`src/hdl/sliding_window_min_max_mean_top_defines.svh`:
```
// ---------------------------------------------------------------------------
// Sliding window min/max/mean: assertion macros
// Shared property wrappers, clocked on aclk and disabled while aresetn is low.
// ---------------------------------------------------------------------------
`ifndef SLIDING_WINDOW_MIN_MAX_MEAN_TOP_DEFINES_SVH
`define SLIDING_WINDOW_MIN_MAX_MEAN_TOP_DEFINES_SVH

// condition holds at every edge out of reset
`define SWMM_ASSERT_ALWAYS(lbl, cond, msg) \
    lbl: assert property (@(posedge aclk) disable iff (!aresetn) (cond)) else $error(msg);

// same-cycle implication
`define SWMM_ASSERT_IMP(lbl, ante, cons, msg) \
    lbl: assert property (@(posedge aclk) disable iff (!aresetn) (ante) |-> (cons)) \
        else $error(msg);

// next-cycle implication
`define SWMM_ASSERT_NEXT(lbl, ante, cons, msg) \
    lbl: assert property (@(posedge aclk) disable iff (!aresetn) (ante) |=> (cons)) \
        else $error(msg);

`endif

```
`src/hdl/swmm_pkg.sv`:
```
// ---------------------------------------------------------------------------
// Sliding window min/max/mean: package
// Field widths, constants and shared types.
// ---------------------------------------------------------------------------
package swmm_pkg;

    localparam int MAX_WINDOW_DEF = 8;

    localparam int TEMP_W   = 16;
    localparam int PULSE_W  = 8;
    localparam int SAT_W    = 7;
    localparam int CFG_W    = 4;
    localparam int HELD_W   = 4;
    localparam int PMEAN_W  = 12;
    localparam int SMEAN_W  = 11;
    localparam int FRAC_W   = 4;
    localparam int QUO_W    = 16;
    localparam int QCNT_W   = 5;
    localparam int PADDR_W  = 3;
    localparam int PDATA_W  = 32;
    localparam int REG_IDX_W = PADDR_W - 2;

    localparam logic [CFG_W-1:0]     RESET_WINDOW = 4'd5;
    localparam logic [REG_IDX_W-1:0] REG_WINDOW   = 1'b0;

    localparam logic signed [TEMP_W-1:0] TEMP_MIN_INIT = 16'sh7FFF;
    localparam logic signed [TEMP_W-1:0] TEMP_MAX_INIT = 16'sh8000;
    localparam logic [PULSE_W-1:0]       PULSE_MIN_INIT = 8'hFF;
    localparam logic [SAT_W-1:0]         SAT_MIN_INIT   = 7'h7F;

    // mean selected for the shared divider
    localparam logic [1:0] DIV_TEMP  = 2'd0;
    localparam logic [1:0] DIV_PULSE = 2'd1;
    localparam logic [1:0] DIV_SAT   = 2'd2;

    typedef struct packed {
        logic signed [TEMP_W-1:0] temp;
        logic [PULSE_W-1:0]       pulse;
        logic [SAT_W-1:0]         sat;
    } reading_t;

    typedef struct packed {
        logic clr;
        logic wr;
        logic rd;
        logic acc;
    } hist_ctrl_t;

    typedef struct packed {
        logic busy;
        logic done;
    } div_stat_t;

    typedef struct packed {
        logic signed [TEMP_W-1:0] tmin;
        logic signed [TEMP_W-1:0] tmax;
        logic [PULSE_W-1:0]       pmin;
        logic [PULSE_W-1:0]       pmax;
        logic [SAT_W-1:0]         smin;
        logic [SAT_W-1:0]         smax;
    } extremes_t;

    typedef struct packed {
        extremes_t                ext;
        logic signed [TEMP_W-1:0] tmean;
        logic [PMEAN_W-1:0]       pmean;
        logic [SMEAN_W-1:0]       smean;
        logic [HELD_W-1:0]        held;
    } result_t;

endpackage

```
`src/hdl/swmm_hist.sv`:
```
// ---------------------------------------------------------------------------
// Sliding window min/max/mean: history store and scan unit
// Reading memory with registered read port, and one compare/add unit that
// folds one stored reading per cycle, while acc is set, into min, max and sum.
// ---------------------------------------------------------------------------
module swmm_hist import swmm_pkg::*; #(
    parameter int MAX_WINDOW = MAX_WINDOW_DEF,
    parameter int AW         = 3,
    parameter int FW         = 4
) (
    input  logic                          aclk,
    input  hist_ctrl_t                    ctrl,
    input  logic [AW-1:0]                 addr,
    input  reading_t                      wr_data,
    output extremes_t                     ext,
    output logic signed [TEMP_W+FW-1:0]   tsum,
    output logic [PULSE_W+FW-1:0]         psum,
    output logic [SAT_W+FW-1:0]           ssum
);

    localparam int TSW = TEMP_W + FW;
    localparam int PSW = PULSE_W + FW;
    localparam int SSW = SAT_W + FW;

    reading_t mem [MAX_WINDOW];
    reading_t rd_reg;

    extremes_t              ext_reg;
    logic signed [TSW-1:0]  tsum_reg;
    logic [PSW-1:0]         psum_reg;
    logic [SSW-1:0]         ssum_reg;

    always_ff @(posedge aclk) begin
        if (ctrl.wr) begin
            mem[addr] <= wr_data;
        end
        if (ctrl.rd) begin
            rd_reg <= mem[addr];
        end
    end

    always_ff @(posedge aclk) begin
        if (ctrl.clr) begin
            ext_reg.tmin <= TEMP_MIN_INIT;
            ext_reg.tmax <= TEMP_MAX_INIT;
            ext_reg.pmin <= PULSE_MIN_INIT;
            ext_reg.pmax <= '0;
            ext_reg.smin <= SAT_MIN_INIT;
            ext_reg.smax <= '0;
            tsum_reg     <= '0;
            psum_reg     <= '0;
            ssum_reg     <= '0;
        end else if (ctrl.acc) begin
            if (rd_reg.temp < ext_reg.tmin) begin
                ext_reg.tmin <= rd_reg.temp;
            end
            if (rd_reg.temp > ext_reg.tmax) begin
                ext_reg.tmax <= rd_reg.temp;
            end
            if (rd_reg.pulse < ext_reg.pmin) begin
                ext_reg.pmin <= rd_reg.pulse;
            end
            if (rd_reg.pulse > ext_reg.pmax) begin
                ext_reg.pmax <= rd_reg.pulse;
            end
            if (rd_reg.sat < ext_reg.smin) begin
                ext_reg.smin <= rd_reg.sat;
            end
            if (rd_reg.sat > ext_reg.smax) begin
                ext_reg.smax <= rd_reg.sat;
            end
            tsum_reg <= tsum_reg + TSW'(rd_reg.temp);
            psum_reg <= psum_reg + PSW'(rd_reg.pulse);
            ssum_reg <= ssum_reg + SSW'(rd_reg.sat);
        end
    end

    assign ext  = ext_reg;
    assign tsum = tsum_reg;
    assign psum = psum_reg;
    assign ssum = ssum_reg;

endmodule

```
`src/hdl/swmm_div.sv`:
```
// ---------------------------------------------------------------------------
// Sliding window min/max/mean: shared divider
// Restoring divider, one quotient bit per cycle, QUO_W quotient bits.
// The dividend's upper part must be below the divisor.
// ---------------------------------------------------------------------------
module swmm_div import swmm_pkg::*; #(
    parameter int FW = 4
) (
    input  logic                   aclk,
    input  logic                   aresetn,
    input  logic                   start,
    input  logic [QUO_W+FW-1:0]    dividend,
    input  logic [FW-1:0]          divisor,
    output div_stat_t              stat,
    output logic [QUO_W-1:0]       quotient
);

    logic [FW-1:0]     rem_reg;
    logic [QUO_W-1:0]  quo_reg;
    logic [QCNT_W-1:0] cnt_reg;
    logic              busy_reg;
    logic              done_reg;

    logic [FW:0] trial;
    logic [FW:0] diff;
    logic        ge;

    assign trial = {rem_reg, quo_reg[QUO_W-1]};
    assign ge    = trial >= {1'b0, divisor};
    assign diff  = trial - {1'b0, divisor};

    always_ff @(posedge aclk) begin
        if (!aresetn) begin
            busy_reg <= 1'b0;
            done_reg <= 1'b0;
            cnt_reg  <= '0;
        end else begin
            done_reg <= 1'b0;
            if (start) begin
                busy_reg <= 1'b1;
                cnt_reg  <= QCNT_W'(QUO_W);
            end else if (busy_reg) begin
                cnt_reg <= cnt_reg - 1'b1;
                if (cnt_reg == QCNT_W'(1)) begin
                    busy_reg <= 1'b0;
                    done_reg <= 1'b1;
                end
            end
        end
    end

    always_ff @(posedge aclk) begin
        if (start) begin
            rem_reg <= dividend[QUO_W+FW-1:QUO_W];
            quo_reg <= dividend[QUO_W-1:0];
        end else if (busy_reg) begin
            rem_reg <= ge ? diff[FW-1:0] : trial[FW-1:0];
            quo_reg <= {quo_reg[QUO_W-2:0], ge};
        end
    end

    assign stat.busy = busy_reg;
    assign stat.done = done_reg;
    assign quotient  = quo_reg;

endmodule

```
`src/hdl/sliding_window_min_max_mean_top.sv`:
```
// ---------------------------------------------------------------------------
// Sliding window min/max/mean: top level
// Keeps the last window_length readings (0 as 1, capped at MAX_WINDOW) and
// reports per-channel min, max and mean over them after every request.
//
//   Channel   Ports                       Moves
//   s_        valid/ready + 3 fields      one reading per request
//   m_        valid/ready + 10 fields     one result per request
//   APB       psel/penable/pwrite/...     window_length at address 0
//
// Each request makes one memory read per held reading (1..MAX_WINDOW
// held) through the compare/add unit, then three 16-step divisions on
// the shared divider.
// s_ready is high only while idle. A finished result waits in the output
// register; the next request is taken once it has been loaded there.
// Synchronous active-low reset; window_length resets to 5, history empty.
// ---------------------------------------------------------------------------
`include "sliding_window_min_max_mean_top_defines.svh"

module sliding_window_min_max_mean_top import swmm_pkg::*; #(
    parameter int MAX_WINDOW = MAX_WINDOW_DEF
) (
    input  logic                       aclk,
    input  logic                       aresetn,
    input  logic                       psel,
    input  logic                       penable,
    input  logic                       pwrite,
    input  logic [PADDR_W-1:0]         paddr,
    input  logic [PDATA_W-1:0]         pwdata,
    output logic [PDATA_W-1:0]         prdata,
    output logic                       pready,
    input  logic                       s_valid,
    output logic                       s_ready,
    input  logic signed [TEMP_W-1:0]   s_temperature,
    input  logic [PULSE_W-1:0]         s_pulse_rate,
    input  logic [SAT_W-1:0]           s_oxygen_saturation,
    output logic                       m_valid,
    input  logic                       m_ready,
    output logic signed [TEMP_W-1:0]   m_temp_min,
    output logic signed [TEMP_W-1:0]   m_temp_max,
    output logic signed [TEMP_W-1:0]   m_temp_mean,
    output logic [PULSE_W-1:0]         m_pulse_min,
    output logic [PULSE_W-1:0]         m_pulse_max,
    output logic [PMEAN_W-1:0]         m_pulse_mean,
    output logic [SAT_W-1:0]           m_sat_min,
    output logic [SAT_W-1:0]           m_sat_max,
    output logic [SMEAN_W-1:0]         m_sat_mean,
    output logic [HELD_W-1:0]          m_held_count
);

    localparam int FW  = $clog2(MAX_WINDOW + 1);
    localparam int AW  = (MAX_WINDOW > 1) ? $clog2(MAX_WINDOW) : 1;
    localparam int DW  = QUO_W + FW;
    localparam int TSW = TEMP_W + FW;
    localparam int PSW = PULSE_W + FW;
    localparam int SSW = SAT_W + FW;

    localparam logic [2:0] ST_IDLE   = 3'd0;
    localparam logic [2:0] ST_SCAN   = 3'd1;
    localparam logic [2:0] ST_DIV_GO = 3'd2;
    localparam logic [2:0] ST_DIV_WT = 3'd3;
    localparam logic [2:0] ST_DONE   = 3'd4;

    logic [2:0]          state_reg, state_next;
    logic [CFG_W-1:0]    win_len_reg;
    logic [AW-1:0]       wslot_reg, wslot_next;
    logic [FW-1:0]       fill_reg, fill_next;
    logic [FW-1:0]       idx_reg, idx_next;
    logic                rd_pend_reg;
    logic [1:0]          div_sel_reg, div_sel_next;
    logic signed [TEMP_W-1:0] tmean_reg;
    logic [PMEAN_W-1:0]  pmean_reg;
    logic [SMEAN_W-1:0]  smean_reg;
    result_t             res_reg;
    logic                m_valid_reg;

    logic                cfg_wr;
    logic [FW-1:0]       w_eff;
    logic [AW-1:0]       slot;
    logic [FW-1:0]       slot_p1;
    logic                s_acc;
    logic                out_load;
    hist_ctrl_t          hctrl;
    logic [AW-1:0]       haddr;
    reading_t            in_rd;
    extremes_t           ext;
    logic signed [TSW-1:0] tsum;
    logic [PSW-1:0]      psum;
    logic [SSW-1:0]      ssum;
    logic [TSW-1:0]      tmag;
    logic                div_start;
    logic [DW-1:0]       dividend;
    div_stat_t           dstat;
    logic [QUO_W-1:0]    quotient;

    // configuration port
    assign pready = 1'b1;
    assign cfg_wr = psel && penable && pwrite && (paddr[PADDR_W-1:2] == REG_WINDOW);
    assign prdata = (paddr[PADDR_W-1:2] == REG_WINDOW) ? PDATA_W'(win_len_reg) : '0;

    always_ff @(posedge aclk) begin
        if (!aresetn) begin
            win_len_reg <= RESET_WINDOW;
        end else if (cfg_wr) begin
            win_len_reg <= pwdata[CFG_W-1:0];
        end
    end

    always_comb begin
        if (win_len_reg == '0) begin
            w_eff = FW'(1);
        end else if (int'(win_len_reg) > MAX_WINDOW) begin
            w_eff = FW'(MAX_WINDOW);
        end else begin
            w_eff = FW'(win_len_reg);
        end
    end

    assign slot    = (FW'(wslot_reg) >= w_eff) ? '0 : wslot_reg;
    assign slot_p1 = FW'(slot) + FW'(1);
    assign s_ready = (state_reg == ST_IDLE);
    assign s_acc   = s_valid && s_ready;

    assign in_rd.temp  = s_temperature;
    assign in_rd.pulse = s_pulse_rate;
    assign in_rd.sat   = s_oxygen_saturation;

    // sequencer
    always_comb begin
        state_next   = state_reg;
        wslot_next   = wslot_reg;
        fill_next    = fill_reg;
        idx_next     = idx_reg;
        div_sel_next = div_sel_reg;
        hctrl        = '0;
        haddr        = idx_reg[AW-1:0];
        div_start    = 1'b0;
        out_load     = 1'b0;
        case (state_reg)
            ST_IDLE: begin
                haddr = slot;
                if (s_acc) begin
                    hctrl.wr   = 1'b1;
                    hctrl.clr  = 1'b1;
                    wslot_next = (slot_p1 >= w_eff) ? '0 : slot_p1[AW-1:0];
                    if (fill_reg < w_eff) begin
                        fill_next = fill_reg + 1'b1;
                    end
                    idx_next   = '0;
                    state_next = ST_SCAN;
                end
            end
            ST_SCAN: begin
                hctrl.acc = rd_pend_reg;
                if (idx_reg < fill_reg) begin
                    hctrl.rd = 1'b1;
                    idx_next = idx_reg + 1'b1;
                end else if (!rd_pend_reg) begin
                    div_sel_next = DIV_TEMP;
                    state_next   = ST_DIV_GO;
                end
            end
            ST_DIV_GO: begin
                div_start  = 1'b1;
                state_next = ST_DIV_WT;
            end
            ST_DIV_WT: begin
                if (dstat.done) begin
                    if (div_sel_reg == DIV_SAT) begin
                        state_next = ST_DONE;
                    end else begin
                        div_sel_next = div_sel_reg + 1'b1;
                        state_next   = ST_DIV_GO;
                    end
                end
            end
            ST_DONE: begin
                if (!m_valid_reg || m_ready) begin
                    out_load   = 1'b1;
                    state_next = ST_IDLE;
                end
            end
            default: begin
                state_next = ST_IDLE;
            end
        endcase
        if (cfg_wr) begin
            wslot_next = '0;
            fill_next  = '0;
        end
    end

    always_ff @(posedge aclk) begin
        if (!aresetn) begin
            state_reg   <= ST_IDLE;
            wslot_reg   <= '0;
            fill_reg    <= '0;
            idx_reg     <= '0;
            rd_pend_reg <= 1'b0;
            div_sel_reg <= DIV_TEMP;
            m_valid_reg <= 1'b0;
        end else begin
            state_reg   <= state_next;
            wslot_reg   <= wslot_next;
            fill_reg    <= fill_next;
            idx_reg     <= idx_next;
            rd_pend_reg <= hctrl.rd;
            div_sel_reg <= div_sel_next;
            if (out_load) begin
                m_valid_reg <= 1'b1;
            end else if (m_ready) begin
                m_valid_reg <= 1'b0;
            end
        end
    end

    swmm_hist #(
        .MAX_WINDOW (MAX_WINDOW),
        .AW         (AW),
        .FW         (FW)
    ) u_hist (
        .aclk    (aclk),
        .ctrl    (hctrl),
        .addr    (haddr),
        .wr_data (in_rd),
        .ext     (ext),
        .tsum    (tsum),
        .psum    (psum),
        .ssum    (ssum)
    );

    // divider operand select; temperature divides by magnitude
    assign tmag = tsum[TSW-1] ? unsigned'(-tsum) : unsigned'(tsum);

    always_comb begin
        case (div_sel_reg)
            DIV_TEMP:  dividend = DW'(tmag);
            DIV_PULSE: dividend = DW'({psum, {FRAC_W{1'b0}}});
            DIV_SAT:   dividend = DW'({ssum, {FRAC_W{1'b0}}});
            default:   dividend = '0;
        endcase
    end

    swmm_div #(
        .FW (FW)
    ) u_div (
        .aclk     (aclk),
        .aresetn  (aresetn),
        .start    (div_start),
        .dividend (dividend),
        .divisor  (fill_reg),
        .stat     (dstat),
        .quotient (quotient)
    );

    always_ff @(posedge aclk) begin
        if (state_reg == ST_DIV_WT && dstat.done) begin
            case (div_sel_reg)
                DIV_TEMP:  tmean_reg <= tsum[TSW-1] ? -signed'(quotient) : signed'(quotient);
                DIV_PULSE: pmean_reg <= quotient[PMEAN_W-1:0];
                DIV_SAT:   smean_reg <= quotient[SMEAN_W-1:0];
                default:   tmean_reg <= tmean_reg;
            endcase
        end
    end

    always_ff @(posedge aclk) begin
        if (out_load) begin
            res_reg.ext   <= ext;
            res_reg.tmean <= tmean_reg;
            res_reg.pmean <= pmean_reg;
            res_reg.smean <= smean_reg;
            res_reg.held  <= HELD_W'(fill_reg);
        end
    end

    assign m_valid      = m_valid_reg;
    assign m_temp_min   = res_reg.ext.tmin;
    assign m_temp_max   = res_reg.ext.tmax;
    assign m_temp_mean  = res_reg.tmean;
    assign m_pulse_min  = res_reg.ext.pmin;
    assign m_pulse_max  = res_reg.ext.pmax;
    assign m_pulse_mean = res_reg.pmean;
    assign m_sat_min    = res_reg.ext.smin;
    assign m_sat_max    = res_reg.ext.smax;
    assign m_sat_mean   = res_reg.smean;
    assign m_held_count = res_reg.held;

    `SWMM_ASSERT_NEXT(a_accept_scan, s_acc, state_reg == ST_SCAN, "request did not start scan")
    `SWMM_ASSERT_ALWAYS(a_fill_bound, fill_reg <= w_eff, "fill level above window")
    `SWMM_ASSERT_IMP(a_out_from_done, $rose(m_valid), $past(state_reg == ST_DONE), "result without done")
    `SWMM_ASSERT_IMP(a_div_idle, div_start, !dstat.busy, "divider started while busy")

endmodule

```
`config.mk`:
```
export PLATFORM = sky130hd
export DESIGN_NAME = sliding_window_min_max_mean_top
export DESIGN_NICKNAME = d
export VERILOG_FILES = /design/src/hdl/swmm_pkg.sv /design/src/hdl/swmm_hist.sv /design/src/hdl/swmm_div.sv /design/src/hdl/sliding_window_min_max_mean_top.sv
export VERILOG_INCLUDE_DIRS = /design/src /design/src/hdl
export SDC_FILE = /design/constraint.sdc
export NUM_CORES = 1
export LEC_CHECK = 0
export ABC_CLOCK_PERIOD_IN_PS = 6400
export BUFFER_PORTS_ARGS = -buffer_cell sky130_fd_sc_hd__buf_2
export CORE_MARGIN = 2
export CORE_UTILIZATION = 50
export CTS_CLUSTER_DIAMETER = 100
export CTS_CLUSTER_SIZE = 16
export DETAILED_ROUTE_END_ITERATION = 10
export GPL_TIMING_DRIVEN = 0
export MAX_ROUTING_LAYER = met4
export PLACE_DENSITY_LB_ADDON = 0.1
export SLEW_MARGIN = 20
export SYNTH_ARGS = -nofsm -noshare
export SYNTH_HDL_FRONTEND = slang
export SYNTH_HIERARCHICAL = 1
export SYNTH_SLANG_ARGS = --single-unit
export TNS_END_PERCENT = 1
```
`constraint.sdc`:
```
create_clock -name aclk -period 6.4 [get_ports aclk]
set_input_delay 0.64 -clock aclk [delete_from_list [all_inputs] [get_ports aclk]]
set_output_delay 0.64 -clock aclk [all_outputs]
set_load 0.02 [all_outputs]
```
==> metrics <==
Hold WS 0.2710 ns; period utilisation layout 87.12%; Routed wire per std cell 20.78 µm; worst slew pin tran 0.9536 ns; vias per cell 5.667; RePlAce Congestion 0.8893; HP Class input pin to flip-flop; min cycle time layout 5.576 ns; H-tree levels 2; number of DRC markers in iteration 0 1167; Final setup viols 0; hold buffers post-CTS 0; pwr dens 267.6 nW/µm²; VDD IR max 0.2062 mV; Die Area 54140 µm²; routed vias 16990; clock root cell clkbuf_16; Worst Reg2Reg Path Length in Cells 15; Filler cells 4291; ANT nets after route 0; die height 232.7 µm; max-slew violations 0; Post-CTS Resized 0; Setup Skew 0.02227 ns; Startpoint Class flip-flop; die width 232.7 µm; Worst EP arrival 5.87 ns; Synth Cell Area 26150 µm²; Max-Slew Margin vs Limit 36.04%; RSZ-0062 raised after global routing no; detailed placement HPWL 44.82 mm; total CTS buffers 42; Layout Nets 2475; Rows 83; critical path class flip-flop to flip-flop; drt pass-1 iters 6; WL final 62.28 mm; initial antenna violation count 5; Highest Signal Layer met4; Hold Violations, Final 0; Worst setup EP type flip-flop; outcome complete, no violations; Met2 Routed Length 30.87 mm; Clock Sinks 577; placed instance area 28220 µm²; CTS tree done; remaining global-route overflow 0; Initial Util 50.76%; fmax 179.3 MHz; clock-pin slew on the worst setup and hold paths 0.07 ns; Max clock buf depth 3; number of synthesis warnings 6; Avg Cell Area, Syn 12.85 µm²; vias in the first global route 16430; clk_lat worst skew 0.59 ns; core footprint 51510 µm²; pin count of the biggest net entering global routing 35; post-CTS setup buffer count 0; IO Count 213; share of layout cells above drive strength 1 15.49%; static leakage 0.01079 µW; Metal-1 WL 26.43 mm; highest-count cells in the layout ignoring fill and taps edfxtp_1 (443), nor2_1 (170), buf_2 (155), dfxtp_1 (134), mux2i_1 (126); first-pass GRT wire length 94.45 mm; IO Port Bufs 153; Req. time, crit path 6.69 ns; Pwr Total 7882 µW; Gate Count Post-Synth 2034; Synth-to-Final Area Change 12.65%; max reg flops 248; Max-Cap Viols 0; hold depth 3; CP max FO 10; GR Util All Layers 23.57%; met3 WL 3.350 mm; Residual DRC 0; most common cell after layout, fill and taps aside edfxtp_1; Design Area, Final 29450 µm²
[stage by stage]
| step | instances | util (%) | setup slack (ns) | TNS [ns] |
|---|---|---|---|---|
| floorplan | 2061 | - | 0.7302 | 0 |
| global placement | 2894 | 54.09 | -2.631 | -326.67 |
| detailed placement | 2913 | 54.78 | 0.8186 | 0 |
| CTS | 2991 | 57.15 | 0.7546 | 0 |
| global route | 2996 | 57.17 | 0.3752 | 0 |
| finish | 2997 | 57.18 | 0.8242 | 0 |
[cell type report]
class	count	area [µm²]	share of cell area [%]
clock inverter	5	51.30	0.1742
tap	680	850.8	2.889
buffer	114	565.5	1.920
sequential	577	15990	54.28
antenna	6	15.01	0.05098
timing repair buffer	172	1082	3.675
multi-input combinational	1261	9325	31.66
inverter	109	409.1	1.389
clock buffer	73	1167	3.964
[where the power goes]
part	switching, µW	internal [µW]
clock network	1260	1250
registers	123	4190
logic	651	404
total	2040	5850
[worst max-delay path: stages, from the launching register on]
cell and delay, ns:
dfxtp_1 0.32, clkbuf_1 0.30, inv_1 0.15, nand2_1 0.18, ha_1 0.27, a21o_1 0.16
a31oi_1 0.29, o21ai_0 0.25, o21ai_0 0.27, clkbuf_1 0.50, clkbuf_1 0.70, clkbuf_1 0.57
nand2_1 0.25, nor3_2 0.61, buf_4 0.31, buf_6 0.15
[final timing paths]
path	start	endpoint	slack, ns
min	pwdata[2]	win_len_reg[2]$_SDFFE_PN1P_	0.27
max	win_len_reg[3]$_SDFFE_PN0P_	u_hist/mem[5][13]$_DFFE_PP_	0.82
max reg2reg	win_len_reg[3]$_SDFFE_PN0P_	u_hist/mem[5][13]$_DFFE_PP_	0.82
min reg2reg	pmean_reg[2]$_DFFE_PP_	m_pulse_mean[2]$_DFFE_PP_	0.42
[per-layer routing]
| metal | vias up | track usage, % |
|---|---|---|
| met5 | - | - |
| met4 | 0 | 7.126 |
| met2 | 488 | 39.27 |
| met1 | 8306 | 30.00 |
| met3 | 100 | 3.346 |
| li1 | 8091 | - |
(Power assumes the default switching activity.)
